--- src/rtl/core/point_to_polyline_distance_assert.svh ---
// ----------------------------------------------------------------------------
// Point-to-polyline distance assertion macros
// Shared property wrappers, clocked on clk and disabled during reset.
// ----------------------------------------------------------------------------
`ifndef POINT_TO_POLYLINE_DISTANCE_ASSERT_SVH
`define POINT_TO_POLYLINE_DISTANCE_ASSERT_SVH

// Property that must hold at every clock edge out of reset.
`define PTPD_ASSERT(lbl, prop, msg) \
	lbl: assert property (@(posedge clk) disable iff (!arst_n) (prop)) else $error(msg);

// Condition that implies a consequence in the next cycle.
`define PTPD_ASSERT_NEXT(lbl, ante, cons, msg) \
	lbl: assert property (@(posedge clk) disable iff (!arst_n) (ante) |=> (cons)) else $error(msg);

`endif

--- src/rtl/core/ptpd_pkg.sv ---
// ----------------------------------------------------------------------------
// Point-to-polyline distance package
// Shared constants, control types and sequencer states.
// ----------------------------------------------------------------------------
`default_nettype none

package ptpd_pkg;

	localparam int MAX_VERTICES_DEF = 64;
	localparam int COORD_WIDTH_DEF  = 24;

	localparam int DIST_W = 24;               // result width, Q16.8
	localparam int QW     = 49;               // squared distance, capped at 2^48
	localparam int STEP_W = 6;                // step counter for wide mul and divide
	localparam logic [QW-1:0] CAP = QW'(1) << (QW - 1);
	localparam logic [DIST_W-1:0] DIST_MAX = '1;

	localparam logic REQ_LOAD  = 1'b0;
	localparam logic REQ_QUERY = 1'b1;

	typedef struct packed {
		logic is_query;
		logic wr_en;     // load lands inside the store
		logic last;      // load sets the vertex count
	} item_ctl_t;

	typedef enum logic [3:0] {
		ST_IDLE,
		ST_RD,
		ST_LAT,
		ST_MUL,
		ST_DEC,
		ST_WIDE,
		ST_DINIT,
		ST_DIV,
		ST_NEXT,
		ST_SQRT,
		ST_DONE
	} state_t;

endpackage

`default_nettype wire

--- src/rtl/core/ptpd_front.sv ---
// ----------------------------------------------------------------------------
// Point-to-polyline distance front end
// Accepts items, classifies loads and queries, and holds them in a short queue.
// ----------------------------------------------------------------------------
`default_nettype none

module ptpd_front #(
	parameter int MAX_VERTICES = ptpd_pkg::MAX_VERTICES_DEF,
	parameter int COORD_WIDTH  = ptpd_pkg::COORD_WIDTH_DEF
) (
	input  logic                              clk,
	input  logic                              arst_n,
	input  logic                              push,
	output logic                              full,
	input  logic                              req_type,
	input  logic [5:0]                        vertex_index,
	input  logic                              final_vertex,
	input  logic signed [COORD_WIDTH-1:0]     coord_x,
	input  logic signed [COORD_WIDTH-1:0]     coord_y,
	input  logic signed [COORD_WIDTH-1:0]     coord_z,
	output logic                              q_valid,
	input  logic                              q_pop,
	output ptpd_pkg::item_ctl_t               q_ctl,
	output logic [$clog2(MAX_VERTICES)-1:0]   q_widx,
	output logic [$clog2(MAX_VERTICES+1)-1:0] q_cnt,
	output logic [3*COORD_WIDTH-1:0]          q_coord
);
	import ptpd_pkg::*;

	localparam int IW   = $clog2(MAX_VERTICES);
	localparam int CNTW = $clog2(MAX_VERTICES + 1);

	item_ctl_t            ctl_d;
	item_ctl_t            ctl_q   [2];
	logic [IW-1:0]        widx_q  [2];
	logic [CNTW-1:0]      cnt_q   [2];
	logic [3*COORD_WIDTH-1:0] coord_q [2];
	logic                 wr_ptr_q, rd_ptr_q;
	logic [1:0]           fill_q;
	logic                 take;

	assign full    = (fill_q == 2'd2);
	assign q_valid = (fill_q != 2'd0);
	assign take    = push && !full;

	// classify: out-of-range loads become no-ops
	always_comb begin
		ctl_d.is_query = (req_type == REQ_QUERY);
		ctl_d.wr_en    = (req_type == REQ_LOAD) && (int'(vertex_index) < MAX_VERTICES);
		ctl_d.last     = final_vertex;
	end

	always_ff @(posedge clk or negedge arst_n) begin
		if (!arst_n) begin
			wr_ptr_q <= 1'b0;
			rd_ptr_q <= 1'b0;
			fill_q   <= 2'd0;
		end else begin
			if (take)
				wr_ptr_q <= !wr_ptr_q;
			if (q_pop)
				rd_ptr_q <= !rd_ptr_q;
			fill_q <= fill_q + {1'b0, take} - {1'b0, q_pop};
		end
	end

	always_ff @(posedge clk) begin
		if (take) begin
			ctl_q[wr_ptr_q]   <= ctl_d;
			widx_q[wr_ptr_q]  <= IW'(vertex_index);
			cnt_q[wr_ptr_q]   <= CNTW'(vertex_index) + CNTW'(1);
			coord_q[wr_ptr_q] <= {coord_z, coord_y, coord_x};
		end
	end

	assign q_ctl   = ctl_q[rd_ptr_q];
	assign q_widx  = widx_q[rd_ptr_q];
	assign q_cnt   = cnt_q[rd_ptr_q];
	assign q_coord = coord_q[rd_ptr_q];

endmodule

`default_nettype wire

--- config.mk ---
export PLATFORM = sky130hd
export DESIGN_NAME = ptpd_front
export DESIGN_NICKNAME = d
export VERILOG_FILES = /design/src/rtl/core/point_to_polyline_distance_assert.svh /design/src/rtl/core/ptpd_pkg.sv /design/src/rtl/core/ptpd_front.sv
export SDC_FILE = /design/constraint.sdc
export NUM_CORES = 1
export LEC_CHECK = 0
export BUFFER_PORTS_ARGS = -buffer_cell sky130_fd_sc_hd__buf_4
export CAP_MARGIN = 40
export CORE_MARGIN = 5
export CORE_UTILIZATION = 39
export CTS_BUF_LIST = sky130_fd_sc_hd__clkbuf_8
export CTS_CLUSTER_DIAMETER = 120
export DETAILED_ROUTE_END_ITERATION = 12
export GPL_TIMING_DRIVEN = 0
export PLACE_DENSITY_LB_ADDON = 0.2
export SLEW_MARGIN = 25
export SYNTH_ARGS = -nofsm -noshare
export SYNTH_HDL_FRONTEND = slang
export SYNTH_SLANG_ARGS = --single-unit
--- constraint.sdc ---
create_clock -name clk -period 6.95 [get_ports clk]
set_input_delay 1.39 -clock clk [delete_from_list [all_inputs] [get_ports clk]]
set_output_delay 1.39 -clock clk [all_outputs]
set_load 0.01 [all_outputs]
# Word level (Yosys, flattened, before mapping)
# Memories as Yosys holds them, arrays and structs flattened.
# Cells that the tools add are included.
# Widths: inputs -> output; s select.
dict set report classes {
  n_addsub 3
  eq_ne 1
  muxes 2
  bitwise_logic 1
  reduce_logical 5
}
# op n
set ops {}
lappend ops {{$add 6x1->7 const B} 1}
lappend ops {{$logic_not 1->1} 3}
lappend ops {{$add 2x1->2} 1}
lappend ops {{$eq 2x2->1 const B} 1}
lappend ops {{$mux 1} 2}
lappend ops {{$reduce_bool 2->1} 1}
lappend ops {{$sub 2x1->2} 1}
lappend ops {{$logic_and 1x1->1} 1}
lappend ops {{$not 1->1} 1}
dict set report totals {
  regBits 4
  ram_bits 176
  memories 4
}
# memory words width rd rd_clocked_by_memory_dff wr line
set mem_list {}
lappend mem_list {coord_q 2 72 1 0 1 ptpd_front.sv:37} ;# logic [3*COORD_WIDTH-1:0] coord_q [2];
lappend mem_list {cnt_q 2 7 1 0 1 ptpd_front.sv:36} ;# logic [CNTW-1:0] cnt_q [2];
lappend mem_list {widx_q 2 6 1 0 1 ptpd_front.sv:35} ;# logic [IW-1:0] widx_q [2];
lappend mem_list {ctl_q 2 3 1 0 1 ptpd_front.sv:34} ;# item_ctl_t ctl_q [2];

# Logic depth before layout (Yosys ltp)
dict set report depth {
  ltp_word 5
  mapped_depth 7
  mapped_depth_nobuf 7
}

# Worst setup path before layout
# OpenSTA, ideal clock, no wires.
dict set report synth_timing {
  kind {input -> register}
  startpoint {input port push}
  endpoint {memory cnt_q[0][0] (netlist bit), enable pin}
  setup_time_ns 0.535
  t_arrival_ns 5.150
  required_ns 6.415
  slack_ns 1.265
  path_stages 2
  n_path_buf 0
  path_cell_list {nand2_1 > nor2_1}
}
dict set report synth_between {
  elab_chain_len 3
}
# item line
set synth_lines {}
lappend synth_lines {{start, declared} ptpd_front.sv:13} ;# input logic push,
lappend synth_lines {{$logic_and 1x1->1} ptpd_front.sv:44} ;# assign take = push && !full;
lappend synth_lines {{$mux 1} ptpd_front.sv:68} ;# if (take) begin
lappend synth_lines {{$mux 1 (not written as such)} ptpd_front.sv:71} ;# cnt_q[wr_ptr_q] <= CNTW'(vertex_index) + CNTW'(1);
lappend synth_lines {{end, declared} ptpd_front.sv:36}
# No other way between the ends.

# Worst setup path after layout
dict set report layout_timing {
  startpoint {register rd_ptr_q}
  endpoint {output port q_coord[67]}
}
dict set report layout_between {
  elab_chain_len 1
}
# item line
set layout_lines {}
lappend layout_lines {{start, declared} ptpd_front.sv:38} ;# logic wr_ptr_q, rd_ptr_q;
lappend layout_lines {{start signal, assigned} ptpd_front.sv:62} ;# rd_ptr_q <= !rd_ptr_q;
lappend layout_lines {{$mem_v2 2x72} -}
lappend layout_lines {{end, declared} ptpd_front.sv:26} ;# output logic [3*COORD_WIDTH-1:0] q_coord
# No other way between the ends.

==> key figures <==
Run status
  • Outcome: finished clean

Power and ir drop
  • Internal: 0.00246 W
  • Leak Pwr: 3.29 nW
  • Design Power: 0.00347 W
  • Switching share of total power: 0.292
  • Comb pwr share: 0.364
  • Worst vdd ir: 0.299 mV
  • Switching power total: 0.00101 W
  • Pwr/cell area: 397 nW/um^2
  • Power share of the clock group: 0.194
  • Sequential Power Share: 0.442

Global route
  • First-pass GRT wire length: 19.8 mm
  • Initial antenna violation count: 0
  • Grt total ovfl: 0
  • Pin count of the biggest net entering global routing: 46
  • Vias in the first global route: 3663
  • Overall Global Routing Usage: 0.132

Logic synthesis
  • Yosys warning count: 0
  • Flops & latches, synth: 180
  • Mapped Cells: 303
  • Distinct cells, synth: 16
  • Synth Net Count: 390
  • EDFF count, synth: 176
  • Syn_area_per_cell: 22.0 sq um
  • Main flop type after synthesis: edfxtp_1
  • Post-Syn Area: 6660 sq um
  • Seq/Total Area, Yosys: 0.809
  • Post-synth ARST share: 0.0222

Floorplan
  • Full die area: 19800 sq um
  • Row count: 47
  • IO Pins: 174
  • Initial core utilization: 0.400
  • Die width: 141 microns
  • Die height: 141 microns
  • Core Area: 16600 sq um

Setup path
  • Critical path required time: 5.56 ns
  • CP bufs+invs: 4
  • Critical path peak fanout: 10
  • Flop-to-flop setup slack: 5.04 ns
  • Crit path launch type: flop
  • Crit Path Class: flop to output port
  • Largest delay share family, worst path: buffers and inverters
  • Slowest-stage cell, CP: dfrtp_1
  • Critical Path, Cell by Cell: buf_6, buf_6, buf_6, mux2_4, buf_4
  • Critical Path Most Common Cell: buf_6
  • Critical Path AT: 1.79 ns
  • Critical path capture point type: output port
  • Max incr delay on CP: 0.35 ns

Clock tree
  • Post-CTS Hold Buffers: 0
  • Clock Tree Buf Depth: 2
  • Root Driver: clkbuf_8
  • Clock sink count: 180
  • CTS H-tree depth: 4
  • CTS resizes: 0
  • Worst-skew pair later-pin latency: 0.44 ns
  • CTS tree: yes
  • TritonCTS Buffers: 17
  • Post-CTS Setup Inserts: 0
  • Clk slew on worst S/H paths: 0.09 ns

STA
  • Pins Over Slew Limit: 0
  • # setup viols final: 0
  • Worst Tran Pin Value: 0.698 ns
  • Min setup slack post-route: 3.77 ns
  • Worst hold slack: 0.539 ns
  • Final hold viol count: 0
  • Fin crit share: 0.457
  • RSZ-0062 raised after global routing: false
  • Clock skew: 0.00886 ns
  • Slew margin rel.: 0.535
  • Final Critical Period: 3.18 ns
  • Max Fclk: 315 MHz

Flow run
  • Max Cap Viol: 0

Placed design
  • Place WS: 4.08 ns
  • Port bufs: 173
  • GP Congestion: 0.749
  • Dpl hpwl: 9.11 mm
  • Dpl cells: 701

Final layout
  • Register area: 5390 sq um
  • Area Growth Syn to Fin: 31.4%
  • NumNets Final: 587
  • Commonest non-fill, non-tap cells in the layout: edfxtp_1, buf_4, mux2_2
  • Share of cells above drive strength 1: 0.598
  • Fillers: 1379
  • Final non-filler cell total: 733
  • Leading cell type in the layout, fill and taps excluded: edfxtp_1
  • Area of the multi-input gates: 1200 sq um
  • Ant diodes: 0

Min path
  • HP Class: flop to flop

Routing
  • DR WL/cell: 17.7 microns
  • Drt drc: 0
  • Final ANT Viol Nets: 0
  • Avg Vias per Cell: 4.57
  • TritonRoute pass-1 iters: 4
  • Detailed Route Iter0 Violations: 151
  • Final WL: 13.0 mm
  • DR vias: 3353
==> state kept, by name, summed over array words and instances (netlist names) <==
name and flops:
coord_q 144, cnt_q 14, widx_q 12, ctl_q 6, fill_q 2, rd_ptr_q 1, wr_ptr_q 1
==> kinds of logic after synthesis <==
family / share of synthesized area
adder cells (fa/ha/maj): 0.00564
buffers and inverters: 0.0126
flip-flops: 0.809
multiplexers: 0.154
XOR/XNOR: 0.0105
AND/OR/NAND/NOR: 0.00808
==> final cells by class <==
class,count,area share
sequential,180,0.615
timing repair buffer,178,0.163
multi-input combinational,109,0.137
tap,220,0.0315
clock buffer,17,0.0267
clock inverter,15,0.0162
buffer,10,0.00786
inverter,4,0.00172
==> final timing paths <==
check                                 end  cells past startpoint  startpoint
max in group asynchronous       fill_q[0]                      1      arst_n
hold reg to reg                 fill_q[0]                      1   fill_q[0]
setup / recovery              q_coord[67]                      5    rd_ptr_q
hold / removal                  fill_q[0]                      1   fill_q[0]
min in group asynchronous       fill_q[1]                      1      arst_n
setup reg to reg           coord_q[0][57]                      5   fill_q[1]
==> synth_stat cells, types with 2 or more instances <==
cell type  number  share of area
mux2_4         10          0.023
edfxtp_1      176           0.79
mux2_2         78           0.13
ha_1            3         0.0056
buf_2           7         0.0053
xor2_1          2         0.0026
nand3_1         3         0.0023
dfrtp_1         4          0.015
inv_1           4         0.0023
and3_1          3         0.0028
xnor2_1         6         0.0079
buf_6           3         0.0051
==> metal layers <==
| metal | share of wire | routed length, microns | track usage |
|---|---|---|---|
| met5 | 0 | 0 | 0 |
| met4 | 0.021 | 274 | 0.0607 |
| met3 | 0.049 | 636 | 0.0366 |
| met2 | 0.54 | 7000 | 0.237 |
| met1 | 0.39 | 5100 | 0.146 |
==> per-stage QoR <==
stage | TNS, ns | util | cell area [sq um]
floorplan | 0 | - | 6660
finish | 0 | 0.526 | 8750
global placement | -90.75 | 0.495 | 8230
global route | 0 | 0.526 | 8750
CTS | 0 | 0.526 | 8750
detailed placement | 0 | 0.503 | 8380
==> power groups by stage <==
stage	Sequential, W	Clock [W]	Combinational [W]
after detailed placement	0.00156	0	0.00130
after global placement	0.00160	0	0.00123
after global routing	0.00155	0.000751	0.00136
after floorplan	0.00157	0	0.000678
final	0.00153	0.000673	0.00127
after CTS	0.00154	0.000700	0.00130
Power figures use the tool's default switching activity.
